$ cat src/sv/hsb2rgb_pkg.sv
// ---------------------------------------------------------------------------
// hsb2rgb_pkg
// Shared widths, fixed-point constants and types for the HSB to RGB pipeline.
// ---------------------------------------------------------------------------
`default_nettype none

package hsb2rgb_pkg;

  // Fixed point: One = 2^FracBits means 1.0
  localparam int unsigned FracBits = 12;
  localparam int unsigned LevelW   = 13;
  // 6 * One needs two more bits than a level
  localparam int unsigned RampW    = LevelW + 2;

  typedef logic [LevelW-1:0] level_t;
  typedef logic [RampW-1:0]  ramp_t;

  localparam level_t One   = level_t'(2 ** FracBits);
  localparam ramp_t  Ramp1 = ramp_t'(1 * (2 ** FracBits));
  localparam ramp_t  Ramp2 = ramp_t'(2 * (2 ** FracBits));
  localparam ramp_t  Ramp3 = ramp_t'(3 * (2 ** FracBits));
  localparam ramp_t  Ramp4 = ramp_t'(4 * (2 ** FracBits));
  localparam ramp_t  Ramp5 = ramp_t'(5 * (2 ** FracBits));
  localparam ramp_t  Ramp6 = ramp_t'(6 * (2 ** FracBits));

  // Load enables for the two channel stages
  typedef struct packed {
    logic ld_mul;
    logic ld_out;
  } stg_en_t;

  // Inputs above 1.0 clamp to 1.0
  function automatic level_t sat_in(level_t v);
    return (v > One) ? One : v;
  endfunction

endpackage

`default_nettype wire

$ cat src/sv/hue_sat_bright_to_rgb.sv
// ---------------------------------------------------------------------------
// hue_sat_bright_to_rgb
// Fixed-point HSB to RGB converter, four-stage pipeline with backpressure.
// ---------------------------------------------------------------------------
// All levels are unsigned fixed point with 4096 meaning 1.0; inputs above
// 4096 clamp to 4096. The block takes one word per clock unless stalled and
// returns one result word for each, in order. A result can leave once it
// reaches the last stage and the output side is ready. The four register
// stages are: input clamp and hue*6, sector select, the whitening multiply
// (one 13x13 multiplier per channel), and the add/clamp/dim that feeds the
// output register. Each stage carries its own valid bit and holds while the
// stage after it is full and stalled, so empty stages keep taking words while
// a result waits; ready goes low only once all four stages are occupied and
// the output is stalled.
// ---------------------------------------------------------------------------
`default_nettype none

module hue_sat_bright_to_rgb import hsb2rgb_pkg::*; (
  input  wire logic   clk_i,
  input  wire logic   rst_ni,
  // input channel
  input  wire logic   in_valid_i,
  output logic        in_ready_o,
  input  wire level_t hue_i,
  input  wire level_t saturation_i,
  input  wire level_t brightness_i,
  // output channel
  output logic        out_valid_o,
  input  wire logic   out_ready_i,
  output level_t      red_level_o,
  output level_t      green_level_o,
  output level_t      blue_level_o
);

  // Stage valid bits and per-stage ready (stage can load)
  logic v1_q, v2_q, v3_q, v4_q;
  logic rdy1, rdy2, rdy3, rdy4;

  assign rdy4 = !v4_q || out_ready_i;
  assign rdy3 = !v3_q || rdy4;
  assign rdy2 = !v2_q || rdy3;
  assign rdy1 = !v1_q || rdy2;

  always_ff @(posedge clk_i or negedge rst_ni) begin
    if (!rst_ni) begin
      v1_q <= 1'b0;
      v2_q <= 1'b0;
      v3_q <= 1'b0;
      v4_q <= 1'b0;
    end else begin
      if (rdy1) v1_q <= in_valid_i;
      if (rdy2) v2_q <= v1_q;
      if (rdy3) v3_q <= v2_q;
      if (rdy4) v4_q <= v3_q;
    end
  end

  // ---- Stage 1: clamp inputs, t = 6*hue, inv = One - brightness ----------
  level_t h_sat, b_sat;
  ramp_t  t_d;
  ramp_t  t1_q;
  level_t s1_q, inv1_q;

  assign h_sat = sat_in(hue_i);
  assign b_sat = sat_in(brightness_i);
  // 6h = 4h + 2h
  assign t_d   = ramp_t'({h_sat, 2'b00}) + ramp_t'({h_sat, 1'b0});

  always_ff @(posedge clk_i) begin
    if (rdy1) begin
      t1_q   <= t_d;
      s1_q   <= sat_in(saturation_i);
      inv1_q <= One - b_sat;
    end
  end

  // ---- Stage 2: sector select; upper bound belongs to the sector ---------
  level_t r_d, g_d, bl_d;
  level_t r2_q, g2_q, bl2_q, s2_q, inv2_q;

  always_comb begin
    if (t1_q <= Ramp1) begin
      r_d = One;  g_d = level_t'(t1_q);          bl_d = '0;
    end else if (t1_q <= Ramp2) begin
      r_d = level_t'(Ramp2 - t1_q); g_d = One;   bl_d = '0;
    end else if (t1_q <= Ramp3) begin
      r_d = '0;   g_d = One;  bl_d = level_t'(t1_q - Ramp2);
    end else if (t1_q <= Ramp4) begin
      r_d = '0;   g_d = level_t'(Ramp4 - t1_q);  bl_d = One;
    end else if (t1_q <= Ramp5) begin
      r_d = level_t'(t1_q - Ramp4); g_d = '0;    bl_d = One;
    end else begin
      r_d = One;  g_d = '0;   bl_d = level_t'(Ramp6 - t1_q);
    end
  end

  always_ff @(posedge clk_i) begin
    if (rdy2) begin
      r2_q   <= r_d;
      g2_q   <= g_d;
      bl2_q  <= bl_d;
      s2_q   <= s1_q;
      inv2_q <= inv1_q;
    end
  end

  // ---- Stages 3 and 4: whiten and dim, one unit per channel --------------
  level_t  inv3_q;
  stg_en_t chan_en;
  logic    unused_r, unused_g, unused_b;

  assign chan_en.ld_mul = rdy3;
  assign chan_en.ld_out = rdy4;

  always_ff @(posedge clk_i) begin
    if (rdy3) begin
      inv3_q <= inv2_q;
    end
  end

  hsb2rgb_chan u_red (
    .clk_i                (clk_i),
    .en_i                 (chan_en),
    .chan_i               (r2_q),
    .sat_i                (s2_q),
    .inv_i                (inv3_q),
    .level_dummy_unused_o (unused_r),
    .level_o              (red_level_o)
  );

  hsb2rgb_chan u_green (
    .clk_i                (clk_i),
    .en_i                 (chan_en),
    .chan_i               (g2_q),
    .sat_i                (s2_q),
    .inv_i                (inv3_q),
    .level_dummy_unused_o (unused_g),
    .level_o              (green_level_o)
  );

  hsb2rgb_chan u_blue (
    .clk_i                (clk_i),
    .en_i                 (chan_en),
    .chan_i               (bl2_q),
    .sat_i                (s2_q),
    .inv_i                (inv3_q),
    .level_dummy_unused_o (unused_b),
    .level_o              (blue_level_o)
  );

  assign in_ready_o  = rdy1 && !(unused_r || unused_g || unused_b);
  assign out_valid_o = v4_q;

  // ---- Assertions --------------------------------------------------------
  // An empty first stage always takes a word.
  a_empty_ready: assert property (@(posedge clk_i) disable iff (!rst_ni)
    !v1_q |-> in_ready_o)
    else $error("first stage empty but input not ready");

  // An accepted word lands in stage 1.
  a_accept_lands: assert property (@(posedge clk_i) disable iff (!rst_ni)
    in_valid_i && in_ready_o |=> v1_q)
    else $error("accepted word lost at stage 1");

  // A word stalled in the middle of the pipe stays put.
  a_mid_hold: assert property (@(posedge clk_i) disable iff (!rst_ni)
    v2_q && !rdy3 |=> v2_q && $stable(r2_q) && $stable(g2_q) && $stable(bl2_q))
    else $error("stalled stage 2 word changed");

  // Results never exceed full scale.
  a_out_range: assert property (@(posedge clk_i) disable iff (!rst_ni)
    out_valid_o |-> red_level_o <= One && green_level_o <= One
                    && blue_level_o <= One)
    else $error("output level above full scale");

endmodule

`default_nettype wire

$ cat src/sv/hsb2rgb_chan.sv
// ---------------------------------------------------------------------------
// hsb2rgb_chan
// One color channel: whitening multiply, then clamp and brightness dimming.
// ---------------------------------------------------------------------------
`default_nettype none

module hsb2rgb_chan import hsb2rgb_pkg::*; (
  input  wire logic    clk_i,
  input  wire stg_en_t en_i,
  input  wire level_t  chan_i,   // ramp value, stage 2
  input  wire level_t  sat_i,    // saturation, stage 2
  input  wire level_t  inv_i,    // One - brightness, stage 3
  output logic         level_dummy_unused_o,
  output level_t       level_o
);

  level_t                  diff;
  logic [2*LevelW-1:0]     prod;
  level_t                  chan_q, whit_q, level_q;
  logic [LevelW:0]         sum;
  level_t                  clamped, level_d;

  // Stage 3: (One - c) * s, truncated
  assign diff = One - chan_i;
  assign prod = (2*LevelW)'(diff) * (2*LevelW)'(sat_i);

  always_ff @(posedge clk_i) begin
    if (en_i.ld_mul) begin
      chan_q <= chan_i;
      whit_q <= prod[FracBits +: LevelW];
    end
  end

  // Stage 4: add, clamp to One, subtract (One - b), clamp at zero
  always_comb begin
    sum     = {1'b0, chan_q} + {1'b0, whit_q};
    clamped = (sum > {1'b0, One}) ? One : sum[LevelW-1:0];
    level_d = (clamped > inv_i) ? (clamped - inv_i) : '0;
  end

  always_ff @(posedge clk_i) begin
    if (en_i.ld_out) begin
      level_q <= level_d;
    end
  end

  assign level_o              = level_q;
  assign level_dummy_unused_o = 1'b0;

endmodule

`default_nettype wire

$ cat config.mk
export PLATFORM = sky130hd
export DESIGN_NAME = hue_sat_bright_to_rgb
export DESIGN_NICKNAME = d
export VERILOG_FILES = /design/src/sv/hsb2rgb_pkg.sv /design/src/sv/hue_sat_bright_to_rgb.sv /design/src/sv/hsb2rgb_chan.sv
export SDC_FILE = /design/constraint.sdc
export NUM_CORES = 2
export LEC_CHECK = 0
export BUFFER_PORTS_ARGS = -buffer_cell sky130_fd_sc_hd__buf_4
export CORE_ASPECT_RATIO = 1.75
export CORE_MARGIN = 2
export CORE_UTILIZATION = 45
export CTS_CLUSTER_DIAMETER = 100
export DETAILED_ROUTE_END_ITERATION = 6
export GPL_ROUTABILITY_DRIVEN = 1
export PLACE_DENSITY = 0.62
export SLEW_MARGIN = 20
export SYNTH_ARGS = -nofsm -noshare
export SYNTH_HDL_FRONTEND = slang
export SYNTH_SLANG_ARGS = --single-unit
$ cat constraint.sdc
create_clock -name clk_i -period 6.8 [get_ports clk_i]
set_input_delay 0.68 -clock clk_i [delete_from_list [all_inputs] [get_ports clk_i]]
set_output_delay 0.68 -clock clk_i [all_outputs]
set_load 0.01 [all_outputs]
# After elaboration in Yosys (flattened, before gate mapping)
# Cells that the tools add are included.
[totals]
regBits = 240
latchBits = 0
ramBits = 0
rom_bits = 0
input_bits = 43
output_inout_bits = 41
elab_cells = 80
n_memories = 0
[op_classes]
n_addsub = 16
n_mul = 3
div_mod_pow = 0
order_cmp = 14
n_eq_ne = 0
shifts = 0
mux = 16
bitwise = 0
reduce_logical = 9
[op_table]
columns = ["cell", "n"]
rows = [
  ["$mux 13", 16],
  ["$mul 13x13->25", 3],
  ["$sub 13x13->13 const A", 4],
  ["$add 13x13->14", 3],
  ["$gt 14x13->1 const B", 3],
  ["$gt 13x13->1", 3],
  ["$gt 13x13->1 const B", 3],
  ["$sub 1x13->13 const A", 3],
  ["$sub 13x13->13", 3],
  ["$le 15x14->1 const B", 2],
  ["$le 15x15->1 const B", 2],
  ["$sub 13x1->13 const B", 2],
  ["$add 15x14->15", 1],
  ["$le 15x13->1 const B", 1],
  ["$logic_not 1->1", 4],
  ["$logic_or 1x1->1", 4],
  ["$reduce_or 2->1", 1],
]

# Depth between registers and ports, before layout
[logic_depth]
depth_word = 5
mapped_depth = 28
ltp_nobuf = 25

# Cells and area by module
# Synthesis repeated with hierarchy kept, for this count alone.
[hier_totals]
hier_cells = 3043
area_unflattened_um2 = 29425.7
[by_module_without_submodules]
columns = ["mod", "instances", "cells_per_inst", "area_per_inst_um2", "seq_area_each_um2"]
rows = [
  ["hsb2rgb_chan (u_blue)", 1, 889, 8109.0, 1171.1],
  ["hsb2rgb_chan (u_red)", 1, 849, 7893.8, 1171.1],
  ["hsb2rgb_chan (u_green)", 1, 859, 7817.5, 1171.1],
  ["hue_sat_bright_to_rgb", 1, 446, 5605.4, 3553.4],
]

# Least setup slack after synthesis
# No wires, ideal clock.
[synth_timing]
path_type = "register -> register"
start = "reg bl2_q[3]"
end = "reg u_blue.whit_q[6], data pin"
setup_time_ns = 0.262
arrival_time_ns = 6.256
required_ns = 6.538
slack_ns = 0.282
path_stages_with_launch = 25
n_path_buf = 1
period_less_slack_ns = 6.518
cell_sequence = "edfxtp_1 -> or4_1 -> or3_1 -> nor3_1 -> nand2_1 -> xor2_1 -> clkbuf_1 -> nand2_1 -> fa_1 -> fa_1 -> inv_1 -> fa_1 -> inv_1 -> fa_1 -> fa_1 -> inv_1 -> ha_1 -> a21o_1 -> a21oi_1 -> o2bb2ai_1 -> nor3_1 -> o21bai_1 -> a21oi_1 -> o21bai_1 -> xor2_1"
[synth_via]
elab_chain_cells = 2
[synth_rtl]
columns = ["element", "line_no", "rtl"]
rows = [
  ["start: declaration", "hue_sat_bright_to_rgb.sv:79", "level_t r2_q, g2_q, bl2_q, s2_q, inv2_q;"],
  ["start signal: assignment", "hue_sat_bright_to_rgb.sv:101", "bl2_q <= bl_d;"],
  ["$sub 13x13->13", "hsb2rgb_chan.sv:24", "assign diff = One - chan_i;"],
  ["$mul 13x13->25", "hsb2rgb_chan.sv:25", "assign prod = (2*LevelW)'(diff) * (2*LevelW)'(sat_i);"],
  ["via u_blue.prod[18]", "hsb2rgb_chan.sv:18", "logic [2*LevelW-1:0] prod;"],
  ["end signal: assignment", "hsb2rgb_chan.sv:30", "whit_q <= prod[FracBits +: LevelW];"],
  ["end: declaration", "hsb2rgb_chan.sv:19", "level_t chan_q, whit_q, level_q;"],
]
# The timed path passes the listed nets, and every way through them passes these cells.
# A chain may end at the register's enable or synchronous reset.

# Final worst setup path
[layout_timing]
start = "reg bl2_q[3]"
end = "reg u_blue.whit_q[12], data pin"
# Same word-level chain as after synthesis.

==> results.yml <==
run_status:
  status: "finished clean"
finish:
  final_cell_area_um2: 30200
  synthToLayoutAreaGrowth_pct: 10.9
  fin_nets: 3503
  layout-drive-gt1-share_pct: 8.87
  final_cell_mix: "inv_1 (445), fa_1 (330), and2_1 (281), ha_1 (279), nand2_1 (237)"
  final_common_cell: "inv_1"
  fin_util_pct: 50.4
  stdcell_count: 3652
synthesis:
  synth_edf_count: 229
  ys_ff_latch: 233
  synth_area_um2: 27300
  synth_nets: 3411
  synth_area_leader_cell: "edfxtp_1"
  synth_top_area_share_pct: 25.2
  netlist_instances: 2757
  avgSynthCellArea_um2: 9.89
  ys_async_sr_fraction_pct: 1.72
  synth.yosys.warnings: 0
  synth_cell_type_count: 70
  yosysSeqAreaShare_pct: 25.6
  synth_top_flop_cell: "edfxtp_1"
  synth.area.top_cells: "edfxtp_1 (25%), fa_1 (24%), ha_1 (13%)"
critical_path:
  end_kind: "flop"
  path_max_fanout: 8
  critical_path.top_delay_family: "adder cells"
  path_buf_inv: 4
  critPathKind: "flop to flop"
  path_common_cell: "fa_1"
  required_ps: 7110
  r2r_cells: 23
  path_cells: "or4_4 > or3_4 > nor4_4 > xnor2_1 > buf_4 > buf_6 > and2_1 > fa_1 > fa_1 > fa_1 > fa_1 > inv_1 > fa_1 > inv_1 > ha_2 > a21o_1 > a21oi_1 > o21ai_1 > a21oi_2 > o31ai_4 > a211o_1 > a21oi_2 > xnor2_1"
  worstReg2RegEnd: "u_blue.whit_q[12]"
  worst-r2r-setup-slack_ps: 170
  worstSetupStartpointType: "flop"
  crit_path_max_incr_delay_ps: 580
  timing.rr.start: "bl2_q[3]"
  cp.arrival_ps: 6940
  cp_slowest_cell: "fa_1"
hold_path:
  hold_start: "in_valid_i"
  hold_depth: 2
  holdPathEnd: "v1_q"
  hp-class: "input pin to flop"
timing:
  drv_slew: 0
  finalHoldViolations: 0
  finalSetupViolCount: 0
  relSlewSlack_pct: 24.5
  fin_crit_sh_pct: 97.4
  period_needed_ps: 6630
  fin_worst_skew_ps: 17.5
  setup_ws_ps: 174
  worst_slew_pin_slew_ps: 1120
  timing.fmax_mhz: 151
cts:
  cts_tree: "built"
  clkSinkCount: 233
  cts_buffers: 23
  root_buffer: "clkbuf_16"
  clk_pin_slew_ps: 60
  cts_max_level: 1
  clock_latency_ps: 560
  clk_path_buf_depth: 3
global_route:
  grt_pass1_wl_um: 109000
  antenna_found_initial: 0
  overflow: 0
  first_global_vias: 21200
  grt_usage_pct: 22.3
  grt_start_max_net_pins: 72
floorplan:
  die_x_um: 190
  io_pins: 84
  fp.dieH_um: 330
  placement_rows: 119
  initial_utilization_pct: 45.4
  core_area_um2: 60000
  dieArea_um2: 62600
route:
  avgRoutedWirePerCell_um: 18.7
  drc: 0
  drt_first_iter_violations: 1031
  ant_nets: 0
  wl_um: 68300
  viasPerCell: 5.35
  vias: 19500
  drt_pass1_iterations: 5
placement:
  dpl_cell_area_um2: 29200
  place_ws_ps: -15.0
  place.gp.congestion: 0.928
  hpwlAfterDp_um: 55500
  port_buffers: 83
  dp_cells: 3605
job:
  maxCapViolCount: 0
==> cell usage after synthesis (6+ instances only) <==
| master | n |
|---|---|
| inv_1 | 445 |
| fa_1 | 331 |
| and2_1 | 281 |
| ha_1 | 280 |
| nand2_1 | 238 |
| edfxtp_1 | 229 |
| nor2_1 | 145 |
| clkbuf_1 | 95 |
| xnor2_1 | 88 |
| a21oi_1 | 81 |
| nor3_1 | 61 |
| xor2_1 | 57 |
| nor2b_1 | 54 |
| o21ai_0 | 42 |
| a21o_1 | 31 |
| nand4_1 | 22 |
| nand2b_1 | 20 |
| nand3_1 | 20 |
| a22o_1 | 19 |
| o21a_1 | 18 |
| or3_1 | 17 |
| a211oi_1 | 15 |
| and3_1 | 15 |
| o21bai_1 | 15 |
| nor4_1 | 13 |
| buf_2 | 10 |
| o211ai_1 | 9 |
| a22oi_1 | 8 |
| a2111oi_0 | 7 |
| o31ai_1 | 6 |
==> kinds of logic after synthesis <==
kind of cell / share of synthesized area (%)
AO/OA/AOI/OAI: 7.55
XOR/XNOR: 4.66
adder cells (fa/ha/maj): 37.2
buffers and inverters: 7.68
flip-flops: 25.6
multiplexers: 0.0780
AND/OR/NAND/NOR: 17.3
==> flip-flops by register name, indices dropped and copies added (netlist names), 13 cells and up <==
register         count
u_blue.whit_q       13
inv1_q              13
u_green.whit_q      13
inv2_q              13
u_blue.level_o      13
u_green.level_o     13
u_red.whit_q        13
s2_q                13
t1_q                14
u_red.level_o       13
s1_q                13
inv3_q              13
==> metrics by stage <==
stage,setup TNS [ps],hold WS (ps)
after floorplan,0,384
after global placement,0,402
after detailed placement,-15.0,406
after CTS,0,296
after global routing,-34.6,308
final,0,318
==> metal layers <==
| metal | track usage (%) | vias to the layer above | wire, µm |
|---|---|---|---|
| met4 | 12.6 | 0 | 4210 |
| met1 | 23.2 | 9756 | 24100 |
| met5 | 0 | - | 0 |
| met3 | 1.86 | 195 | 2060 |
| li1 | - | 9129 | - |
| met2 | 43.4 | 455 | 38000 |
==> cell type report <==
cell class / instances / area, µm²
fill: 5449 / 29800
clock buffer: 26 / 587
tap: 786 / 983
sequential: 233 / 6980
antenna: 1 / 2.50
clock inverter: 15 / 249
multi-input combinational: 1971 / 18400
inverter: 445 / 1670
timing repair buffer: 175 / 1390
==> how the worst max path moves through the flow <==
stage	slack, ps	start	depth (start not counted)	endpoint
4_1_cts	20	bl2_q[3]	23	u_blue.whit_q[12]
3_3_place_gp	60	bl2_q[3]	23	u_blue.whit_q[12]
2_1_floorplan	280	bl2_q[3]	24	u_blue.whit_q[6]
3_5_place_dp	-10	g2_q[4]	22	u_green.whit_q[10]
5_1_grt	-30	bl2_q[3]	23	u_blue.whit_q[12]
6_report	170	bl2_q[3]	23	u_blue.whit_q[12]
==> worst reg2reg max path: cells and delay by family (launching register included) <==
kind                       cells  cell delay, ps
DFF                            1             380
and+or+nand+nor                4            1370
adders and majority gates      6            2720
buffers and inverters          4             410
AOI/OAI and AO/OA              7            1250
xor gates and xnor gates       2             260
==> timing repair <==
action                     in CTS  in global routing
gates resized for setup         1                 33
hold buffers                    1                  0
pin swaps                       0                  4
setup endpoints to repair       1                 17
hold endpoints to repair        4                  0
buffers inserted                0                  3
Power is left out: the tool's default activity adds up to more than one toggle a clock period on the data nets, which glitch-free logic cannot reach.
